<file path="src/rtl/core/mrbm_pkg.sv">
package mrbm_pkg;

  localparam int MAX_COLS = 64;
  localparam int MAX_ROWS = 64;

  localparam int COL_W  = (MAX_COLS > 1) ? $clog2(MAX_COLS) : 1;
  localparam int CNT_W  = $clog2(MAX_COLS + 1);
  localparam int HGT_W  = $clog2(MAX_ROWS + 1);
  localparam int AREA_W = 13;
  localparam int PROD_W = HGT_W + CNT_W;
  localparam int STK_W  = COL_W + HGT_W;
  localparam int CFG_W  = 7;
  localparam int DATA_W = 32;
  localparam int ADDR_W = 3;

  localparam logic [AREA_W-1:0] AREA_MAX = {AREA_W{1'b1}};

  // Register word index taken from paddr[2].
  localparam logic REG_COLUMNS_IN_USE = 1'b0;

  typedef struct packed {
    logic cap;
    logic upd;
    logic rd;
    logic pop;
    logic push;
    logic fetch;
    logic emit;
  } mrbm_cmd_t;

  typedef struct packed {
    logic row_end;
    logic last;
    logic pop_cond;
    logic i_at_n;
    logic sp_gt1;
    logic out_free;
  } mrbm_sts_t;

endpackage

</file>
<file path="src/rtl/core/maximal_rectangle_binary_matrix.sv">
// Largest all-ones rectangle of a binary matrix that arrives one cell per
// transfer in row-major order, with last_cell set on the final cell. The
// block keeps a height of consecutive ones for every column and, when a row
// is complete, sweeps those heights with a monotonic stack to find the
// largest rectangle standing on that row. The transfer carrying last_cell
// yields one result transfer with max_area, after which the matrix state is
// cleared; a short final row is padded with clear cells. The row width comes
// from the columns_in_use register at byte address 0 (0 acts as 1, values
// above 64 act as 64); it should be written only while the block is idle.
// A cell that does not end a row reads the column height from its RAM and
// then writes the update. A cell that ends a row also runs the histogram
// sweep, paced by the single read port of the height RAM and of the stack
// RAM: each column pushed is read and then compared, a popped column needs
// the new top fetched from the stack RAM unless its pop empties the stack,
// and the end-of-row sentinel closes the sweep. A new cell is taken only
// once the last one is done. The last cell then moves the area into the
// output register once that register is free; the register holds it until
// the downstream side takes it while new cells keep flowing.
// Heights saturate at 64 rows, so max_area never exceeds 4096.
module maximal_rectangle_binary_matrix (
  input  logic                              clk,
  input  logic                              rst,
  // Configuration port.
  input  logic                              psel,
  input  logic                              penable,
  input  logic                              pwrite,
  input  logic [mrbm_pkg::ADDR_W-1:0]       paddr,
  input  logic [mrbm_pkg::DATA_W-1:0]       pwdata,
  output logic [mrbm_pkg::DATA_W-1:0]       prdata,
  output logic                              pready,
  // Cell input channel.
  input  logic                              in_valid,
  output logic                              in_ready,
  input  logic                              cell_req,
  input  logic                              last_cell,
  // Result channel.
  output logic                              out_valid,
  input  logic                              out_ready,
  output logic [mrbm_pkg::AREA_W-1:0]       max_area
);

  logic [mrbm_pkg::CFG_W-1:0] columns_in_use;
  logic [mrbm_pkg::CNT_W-1:0] n_cols;
  logic                       reg_sel;
  mrbm_pkg::mrbm_cmd_t        cmd;
  mrbm_pkg::mrbm_sts_t        sts;

  // The port never stalls a transfer.
  assign pready  = 1'b1;
  assign reg_sel = (paddr[2] == mrbm_pkg::REG_COLUMNS_IN_USE);

  always_ff @(posedge clk) begin
    if (rst) begin
      columns_in_use <= mrbm_pkg::CFG_W'(mrbm_pkg::MAX_COLS);
    end else if (psel && penable && pwrite && pready && reg_sel) begin
      columns_in_use <= pwdata[mrbm_pkg::CFG_W-1:0];
    end
  end

  assign prdata = reg_sel ? mrbm_pkg::DATA_W'(columns_in_use) : '0;

  // Clamp the programmed width to the range the storage supports.
  always_comb begin
    if (columns_in_use == '0) begin
      n_cols = mrbm_pkg::CNT_W'(1);
    end else if (mrbm_pkg::CNT_W'(columns_in_use) > mrbm_pkg::CNT_W'(mrbm_pkg::MAX_COLS)) begin
      n_cols = mrbm_pkg::CNT_W'(mrbm_pkg::MAX_COLS);
    end else begin
      n_cols = mrbm_pkg::CNT_W'(columns_in_use);
    end
  end

  mrbm_ctrl u_ctrl (
    .clk      (clk),
    .rst      (rst),
    .in_valid (in_valid),
    .in_ready (in_ready),
    .sts      (sts),
    .cmd      (cmd)
  );

  mrbm_dp u_dp (
    .clk       (clk),
    .rst       (rst),
    .n_cols    (n_cols),
    .cell_req  (cell_req),
    .last_cell (last_cell),
    .cmd       (cmd),
    .sts       (sts),
    .out_ready (out_ready),
    .out_valid (out_valid),
    .max_area  (max_area)
  );

endmodule

</file>
<file path="src/rtl/core/mrbm_ram.sv">
module mrbm_ram #(
  parameter int WIDTH = 8,
  parameter int DEPTH = 64
) (
  input  logic                             clk,
  input  logic                             we,
  input  logic [$clog2(DEPTH)-1:0]         waddr,
  input  logic [WIDTH-1:0]                 wdata,
  input  logic                             re,
  input  logic [$clog2(DEPTH)-1:0]         raddr,
  output logic [WIDTH-1:0]                 rdata
);

  logic [WIDTH-1:0] mem [DEPTH];

  always_ff @(posedge clk) begin
    if (we) begin
      mem[waddr] <= wdata;
    end
    if (re) begin
      rdata <= mem[raddr];
    end
  end

endmodule

</file>
<file path="src/rtl/core/mrbm_ctrl.sv">
module mrbm_ctrl (
  input  logic               clk,
  input  logic               rst,
  input  logic               in_valid,
  output logic               in_ready,
  input  mrbm_pkg::mrbm_sts_t sts,
  output mrbm_pkg::mrbm_cmd_t cmd
);

  typedef enum logic [2:0] {
    S_IDLE,
    S_UPD,
    S_RD,
    S_CMP,
    S_FETCH,
    S_DONE
  } state_t;

  state_t state;
  state_t state_next;

  always_comb begin
    cmd        = '0;
    in_ready   = 1'b0;
    state_next = state;
    case (state)
      S_IDLE: begin
        in_ready = 1'b1;
        if (in_valid) begin
          cmd.cap    = 1'b1;
          state_next = S_UPD;
        end
      end
      S_UPD: begin
        cmd.upd    = 1'b1;
        state_next = sts.row_end ? S_RD : S_IDLE;
      end
      S_RD: begin
        cmd.rd     = 1'b1;
        state_next = S_CMP;
      end
      S_CMP: begin
        if (sts.pop_cond) begin
          cmd.pop    = 1'b1;
          state_next = sts.sp_gt1 ? S_FETCH : S_CMP;
        end else if (!sts.i_at_n) begin
          cmd.push   = 1'b1;
          state_next = S_RD;
        end else begin
          state_next = sts.last ? S_DONE : S_IDLE;
        end
      end
      S_FETCH: begin
        cmd.fetch  = 1'b1;
        state_next = S_CMP;
      end
      S_DONE: begin
        if (sts.out_free) begin
          cmd.emit   = 1'b1;
          state_next = S_IDLE;
        end
      end
      default: begin
        state_next = S_IDLE;
      end
    endcase
  end

  always_ff @(posedge clk) begin
    if (rst) begin
      state <= S_IDLE;
    end else begin
      state <= state_next;
    end
  end

endmodule

</file>
<file path="src/rtl/core/mrbm_dp.sv">
module mrbm_dp (
  input  logic                            clk,
  input  logic                            rst,
  input  logic [mrbm_pkg::CNT_W-1:0]      n_cols,
  input  logic                            cell_req,
  input  logic                            last_cell,
  input  mrbm_pkg::mrbm_cmd_t             cmd,
  output mrbm_pkg::mrbm_sts_t             sts,
  input  logic                            out_ready,
  output logic                            out_valid,
  output logic [mrbm_pkg::AREA_W-1:0]     max_area
);

  logic                            cell_q;
  logic                            last_q;
  logic [mrbm_pkg::COL_W-1:0]      col_q;
  logic [mrbm_pkg::COL_W-1:0]      pos;
  logic [mrbm_pkg::MAX_COLS-1:0]   vld;
  logic                            hv_q;
  logic [mrbm_pkg::CNT_W-1:0]      i_q;
  logic [mrbm_pkg::CNT_W-1:0]      sp;
  logic [mrbm_pkg::COL_W-1:0]      top_left;
  logic [mrbm_pkg::HGT_W-1:0]      top_h;
  logic [mrbm_pkg::COL_W-1:0]      left_cur;
  logic [mrbm_pkg::AREA_W-1:0]     best;

  logic [mrbm_pkg::CNT_W-1:0]      n_m1;
  logic [mrbm_pkg::COL_W-1:0]      col_calc;
  logic [mrbm_pkg::HGT_W-1:0]      h_rdata;
  logic [mrbm_pkg::HGT_W-1:0]      h_cur;
  logic [mrbm_pkg::HGT_W-1:0]      h_i;
  logic [mrbm_pkg::HGT_W-1:0]      h_new;
  logic                            row_end;
  logic                            i_at_n;
  logic [mrbm_pkg::COL_W-1:0]      h_raddr;
  logic [mrbm_pkg::CNT_W-1:0]      width;
  logic [mrbm_pkg::PROD_W-1:0]     prod;
  logic [mrbm_pkg::AREA_W-1:0]     area;
  logic [mrbm_pkg::CNT_W-1:0]      sp_m1;
  logic [mrbm_pkg::CNT_W-1:0]      sp_m2;
  logic [mrbm_pkg::STK_W-1:0]      s_rdata;

  assign n_m1     = n_cols - mrbm_pkg::CNT_W'(1);
  assign col_calc = ({1'b0, pos} < n_cols) ? pos : n_m1[mrbm_pkg::COL_W-1:0];
  assign h_raddr  = cmd.cap ? col_calc : i_q[mrbm_pkg::COL_W-1:0];
  assign h_cur    = hv_q ? h_rdata : '0;
  assign i_at_n   = (i_q == n_cols);
  assign h_i      = i_at_n ? '0 : h_cur;
  assign row_end  = (col_q == n_m1[mrbm_pkg::COL_W-1:0]) || last_q;

  always_comb begin
    if (!cell_q) begin
      h_new = '0;
    end else if (h_cur < mrbm_pkg::HGT_W'(mrbm_pkg::MAX_ROWS)) begin
      h_new = h_cur + mrbm_pkg::HGT_W'(1);
    end else begin
      h_new = h_cur;
    end
  end

  // Width of the popped bar runs from its left edge up to the current column.
  assign width = i_q - {1'b0, top_left};
  assign prod  = top_h * width;
  assign area  = (prod > mrbm_pkg::PROD_W'(mrbm_pkg::AREA_MAX)) ? mrbm_pkg::AREA_MAX
                                                               : prod[mrbm_pkg::AREA_W-1:0];
  assign sp_m1 = sp - mrbm_pkg::CNT_W'(1);
  assign sp_m2 = sp - mrbm_pkg::CNT_W'(2);

  assign sts.row_end  = row_end;
  assign sts.last     = last_q;
  assign sts.pop_cond = (sp != '0) && (i_at_n || (top_h >= h_i));
  assign sts.i_at_n   = i_at_n;
  assign sts.sp_gt1   = (sp > mrbm_pkg::CNT_W'(1));
  assign sts.out_free = !out_valid || out_ready;

  mrbm_ram #(
    .WIDTH (mrbm_pkg::HGT_W),
    .DEPTH (mrbm_pkg::MAX_COLS)
  ) u_height_ram (
    .clk   (clk),
    .we    (cmd.upd),
    .waddr (col_q),
    .wdata (h_new),
    .re    (cmd.cap || cmd.rd),
    .raddr (h_raddr),
    .rdata (h_rdata)
  );

  // Entries below the top of stack; the top itself lives in top_left/top_h.
  mrbm_ram #(
    .WIDTH (mrbm_pkg::STK_W),
    .DEPTH (mrbm_pkg::MAX_COLS)
  ) u_stack_ram (
    .clk   (clk),
    .we    (cmd.push && (sp != '0)),
    .waddr (sp_m1[mrbm_pkg::COL_W-1:0]),
    .wdata ({top_left, top_h}),
    .re    (cmd.pop && sts.sp_gt1),
    .raddr (sp_m2[mrbm_pkg::COL_W-1:0]),
    .rdata (s_rdata)
  );

  always_ff @(posedge clk) begin
    if (cmd.cap) begin
      cell_q <= cell_req;
      last_q <= last_cell;
      col_q  <= col_calc;
    end
    if (cmd.cap || cmd.rd) begin
      hv_q <= vld[h_raddr];
    end
    if (cmd.rd) begin
      left_cur <= i_q[mrbm_pkg::COL_W-1:0];
    end
    if (cmd.pop) begin
      left_cur <= top_left;
    end
    if (cmd.push) begin
      top_left <= left_cur;
      top_h    <= h_i;
    end
    if (cmd.fetch) begin
      {top_left, top_h} <= s_rdata;
    end
    if (cmd.emit) begin
      max_area <= best;
    end
  end

  always_ff @(posedge clk) begin
    if (rst) begin
      vld       <= '0;
      pos       <= '0;
      i_q       <= '0;
      sp        <= '0;
      best      <= '0;
      out_valid <= 1'b0;
    end else begin
      if (cmd.upd) begin
        vld[col_q] <= 1'b1;
        if (row_end) begin
          // Only the columns in use past the cell are padded; columns beyond
          // the current width keep their heights.
          for (int j = 0; j < mrbm_pkg::MAX_COLS; j++) begin
            if ((mrbm_pkg::COL_W'(j) > col_q) && (mrbm_pkg::CNT_W'(j) < n_cols)) begin
              vld[j] <= 1'b0;
            end
          end
          pos <= '0;
          i_q <= '0;
          sp  <= '0;
        end else begin
          pos <= col_q + mrbm_pkg::COL_W'(1);
        end
      end
      if (cmd.pop) begin
        sp <= sp_m1;
        if (area > best) begin
          best <= area;
        end
      end
      if (cmd.push) begin
        sp  <= sp + mrbm_pkg::CNT_W'(1);
        i_q <= i_q + mrbm_pkg::CNT_W'(1);
      end
      if (cmd.emit) begin
        out_valid <= 1'b1;
        vld       <= '0;
        best      <= '0;
        pos       <= '0;
      end else if (out_valid && out_ready) begin
        out_valid <= 1'b0;
      end
    end
  end

endmodule

</file>
<file path="config.mk">
export PLATFORM = sky130hd
export DESIGN_NAME = maximal_rectangle_binary_matrix
export DESIGN_NICKNAME = d
export VERILOG_FILES = /design/src/rtl/core/mrbm_pkg.sv /design/src/rtl/core/maximal_rectangle_binary_matrix.sv /design/src/rtl/core/mrbm_ram.sv /design/src/rtl/core/mrbm_ctrl.sv /design/src/rtl/core/mrbm_dp.sv
export SDC_FILE = /design/constraint.sdc
export NUM_CORES = 2
export LEC_CHECK = 0
export ABC_AREA = 1
export BUFFER_PORTS_ARGS = -buffer_cell sky130_fd_sc_hd__buf_2
export CORE_MARGIN = 4
export CORE_UTILIZATION = 40
export CTS_CLUSTER_DIAMETER = 120
export DETAILED_ROUTE_END_ITERATION = 6
export HOLD_SLACK_MARGIN = 0.03
export PLACE_DENSITY = 0.53
export SYNTH_ARGS = -nofsm -noshare
export SYNTH_HDL_FRONTEND = slang
export SYNTH_SLANG_ARGS = --single-unit
</file>
<file path="constraint.sdc">
create_clock -name clk -period 7.97 [get_ports clk]
set_input_delay 0.797 -clock clk [delete_from_list [all_inputs] [get_ports clk]]
set_output_delay 0.797 -clock clk [all_outputs]
set_load 0.02 [all_outputs]
</file>
==> metrics.cfg <==
[status]
status = complete, no violations

[route]
drc = 0
totalWireLength_um = 192000
wire_per_inst_um = 23.3
first_iter_violations = 4326
wl_met3_um = 11200
vias_per_cell = 5.40
num_vias = 44500
top_layer_used = met4
routed-wl-met2_um = 91200
ant_nets = 0
dr.pass1.iters = 5
wl_met1_um = 83200

[pwr]
peakVddDrop_mv = 0.220
power.leakage_uw = 0.0270
total_power_uw = 18700
power_density_nw_per_um2 = 260

[logic_synthesis]
ys_warn_count = 0
yosysTopAreaCellShare = 0.627
yosys-top-cells-area = edfxtp_1, nor2_1, nand3_1
ys_ff_latch = 1449
synthFlopType = edfxtp_1
synthArstFlopShare = 0
synth_edf_count = 1341
netlist_area_sq_um = 64300
netlist_instances = 6013
synth_most_common_cell = edfxtp_1
synth_seq_area_share = 0.660
synth_area_leader_cell = edfxtp_1
synth_area_per_cell_sq_um = 10.7
post_synth_num_cell_types = 55
ys_top_cells_by_count = edfxtp_1, nor2_1, nand2_1

[timing]
worst_slack_ns = 0.575
fin_crit_sh = 0.928
setup_viol = 0
hold_viol_final = 0
fin_crit_ns = 7.40
fmax_ghz = 0.135
relSlewSlack = 0.0913
finClkSkew_ns = 0.0595
worstMarginPinSlew_ns = 1.35
drv_slew = 0

[global_route]
groute.usage.overall = 0.224
grt_pass1_wl_um = 283000
grt_max_degree = 192
overflow = 0
antenna_found_initial = 5
grt_pass1_vias = 42100

[cells_and_area]
nets = 6174
layout-area-overhead-vs-synth_pct = 12.0
stdcell_count = 8236
antenna-diode-count = 0
drive_gt1_frac = 0.0774
fillers = 14800
final_util = 0.453

[floorplanning]
start_util = 0.404
io_pins = 92
rows = 146
fp.dieArea_sq_um = 167000
core_sq_um = 159000
die_y_um = 409
dieWidth_um = 409

[setup_path]
required_ns = 8.64
path_common_cell = nand2_1
critPathBufInv = 7
r2r-end = u_dp.best[12]$_SDFFE_PP0P_
r2r_cells = 41
criticalPathCategory = reg2reg
worstSetupEndpointType = flop
cp_top_family = adder cells
cp_slowest_cell = fa_1
worstPathArrival_ns = 8.07
regToRegStartpoint = u_dp.top_left[0]$_DFFE_PP_
cp-start-kind = flop
r2r_slack_ns = 0.57
cpPeakStageDelay_ns = 0.55
crit_fanout = 20

[cts]
cts_buffer_depth = 3
cts_buffers = 159
cts_tree = done
hold_buffers = 0
path_clk_slew_ns = 0.06
htreeDepth = 4
clkSinkCount = 1449
insertion_delay_ns = 0.79
cts_root_buffer = clkbuf_16

[placed_design]
hpwl_um = 112000
gp_congestion = 0.983
post-place-ws_ns = 0.0409
port_buffers = 38
dpl.cell_count = 7938

[min_path]
hold_path.class = in2reg
hold_depth = 3
min_from = pwdata[1]
min_to = columns_in_use[1]$_SDFFE_PP0P_

[run]
drv_cap = 0

power by group:
group	switching [uW]	total, uW	internal [uW]	leakage [uW]
Combinational	2320	3130	812	0.0115
Sequential	67.3	8480	8420	0.0130
Clock	3070	7110	4040	0.00242
Total	5450	18700	13300	0.0270
cell type report:
class / instances / area (sq um) / share of cell area
Inverter: 749 / 2840 / 0.0394
Timing Repair Buffer: 184 / 1410 / 0.0196
Clock buffer: 215 / 4260 / 0.0592
Clock inverter: 80 / 742 / 0.0103
Sequential cell: 1449 / 42400 / 0.590
Tap cell: 2072 / 2590 / 0.0360
Multi-Input combinational cell: 3487 / 17700 / 0.246
cell families after synthesis:
| group | Yosys count | synth area share |
|---|---|---|
| flops | 1449 | 0.660 |
| other cells | 2 | 0.000117 |
| buf+inv | 1101 | 0.0692 |
| mux | 1 | 0.000175 |
| fa+ha+maj | 100 | 0.0224 |
| xor+xnor | 32 | 0.00436 |
| simple gates | 2254 | 0.146 |
| compound gates | 1074 | 0.0972 |
what timing repair did:
item	in CTS	in global routing
cloned	0	0
setup buffers	0	3
pin swaps	0	4
setup endpoints to repair	5	13
resized for setup	1	16
how the worst max path moves through the flow:
stage	startpoint	endpoint	depth (start not counted)
after global routing	u_dp.top_left[2]$_DFFE_PP_	u_dp.best[12]$_SDFFE_PP0P_	41
after global placement	u_dp.top_left[0]$_DFFE_PP_	u_dp.best[11]$_SDFFE_PP0P_	44
after floorplan	u_dp.top_left[2]$_DFFE_PP_	u_dp.best[11]$_SDFFE_PP0P_	42
after detailed placement	u_dp.top_left[0]$_DFFE_PP_	u_dp.best[11]$_SDFFE_PP0P_	44
after CTS	u_dp.top_left[0]$_DFFE_PP_	u_dp.best[12]$_SDFFE_PP0P_	41
final	u_dp.top_left[0]$_DFFE_PP_	u_dp.best[12]$_SDFFE_PP0P_	41
worst min-delay path, delay by kind of cell:
family | cells | cell delay [ns]
AOI/OAI and AO/OA | 2 | 0.18
buffers and inverters | 1 | 0.07
layer usage:
layer,vias to the layer above,track usage
met4,0,0.0764
li1,20800,-
met1,21800,0.306
met3,327,0.0337
met5,-,0
met2,1464,0.367
through the flow:
| step | setup TNS [ns] | cell area (sq um) | hold slack [ns] |
|---|---|---|---|
| floorplan | 0 | 64300 | 0.408 |
| global placement | -0.0449 | 66900 | 0.437 |
| detailed placement | 0 | 66900 | 0.421 |
| CTS | 0 | 71900 | 0.292 |
| global route | -0.00878 | 72000 | 0.320 |
| finish | 0 | 72000 | 0.340 |
registers in the layout, summed over array words and instances, names as in the netlist, 13 cells and up:
name	count
u_dp.vld	64
u_dp.best	13
u_dp.u_height_ram.mem	448
u_dp.u_stack_ram.mem	832
u_dp.u_stack_ram.rdata	13
u_dp.max_area	13
cells in the final DEF (no fill, tap or decap), drive strengths merged, types with 28 or more instances in the layout:
master / count
ha: 75
nor2: 843
a21oi: 84
buf: 184
o211ai: 45
nor3: 28
edfxtp: 1341
clkinv: 72
nand3: 601
nand2: 765
clkbuf: 215
dfxtp: 108
o221ai: 54
inv: 745
o22ai: 230
o21ai: 579
Power figures use the tool's default switching activity.
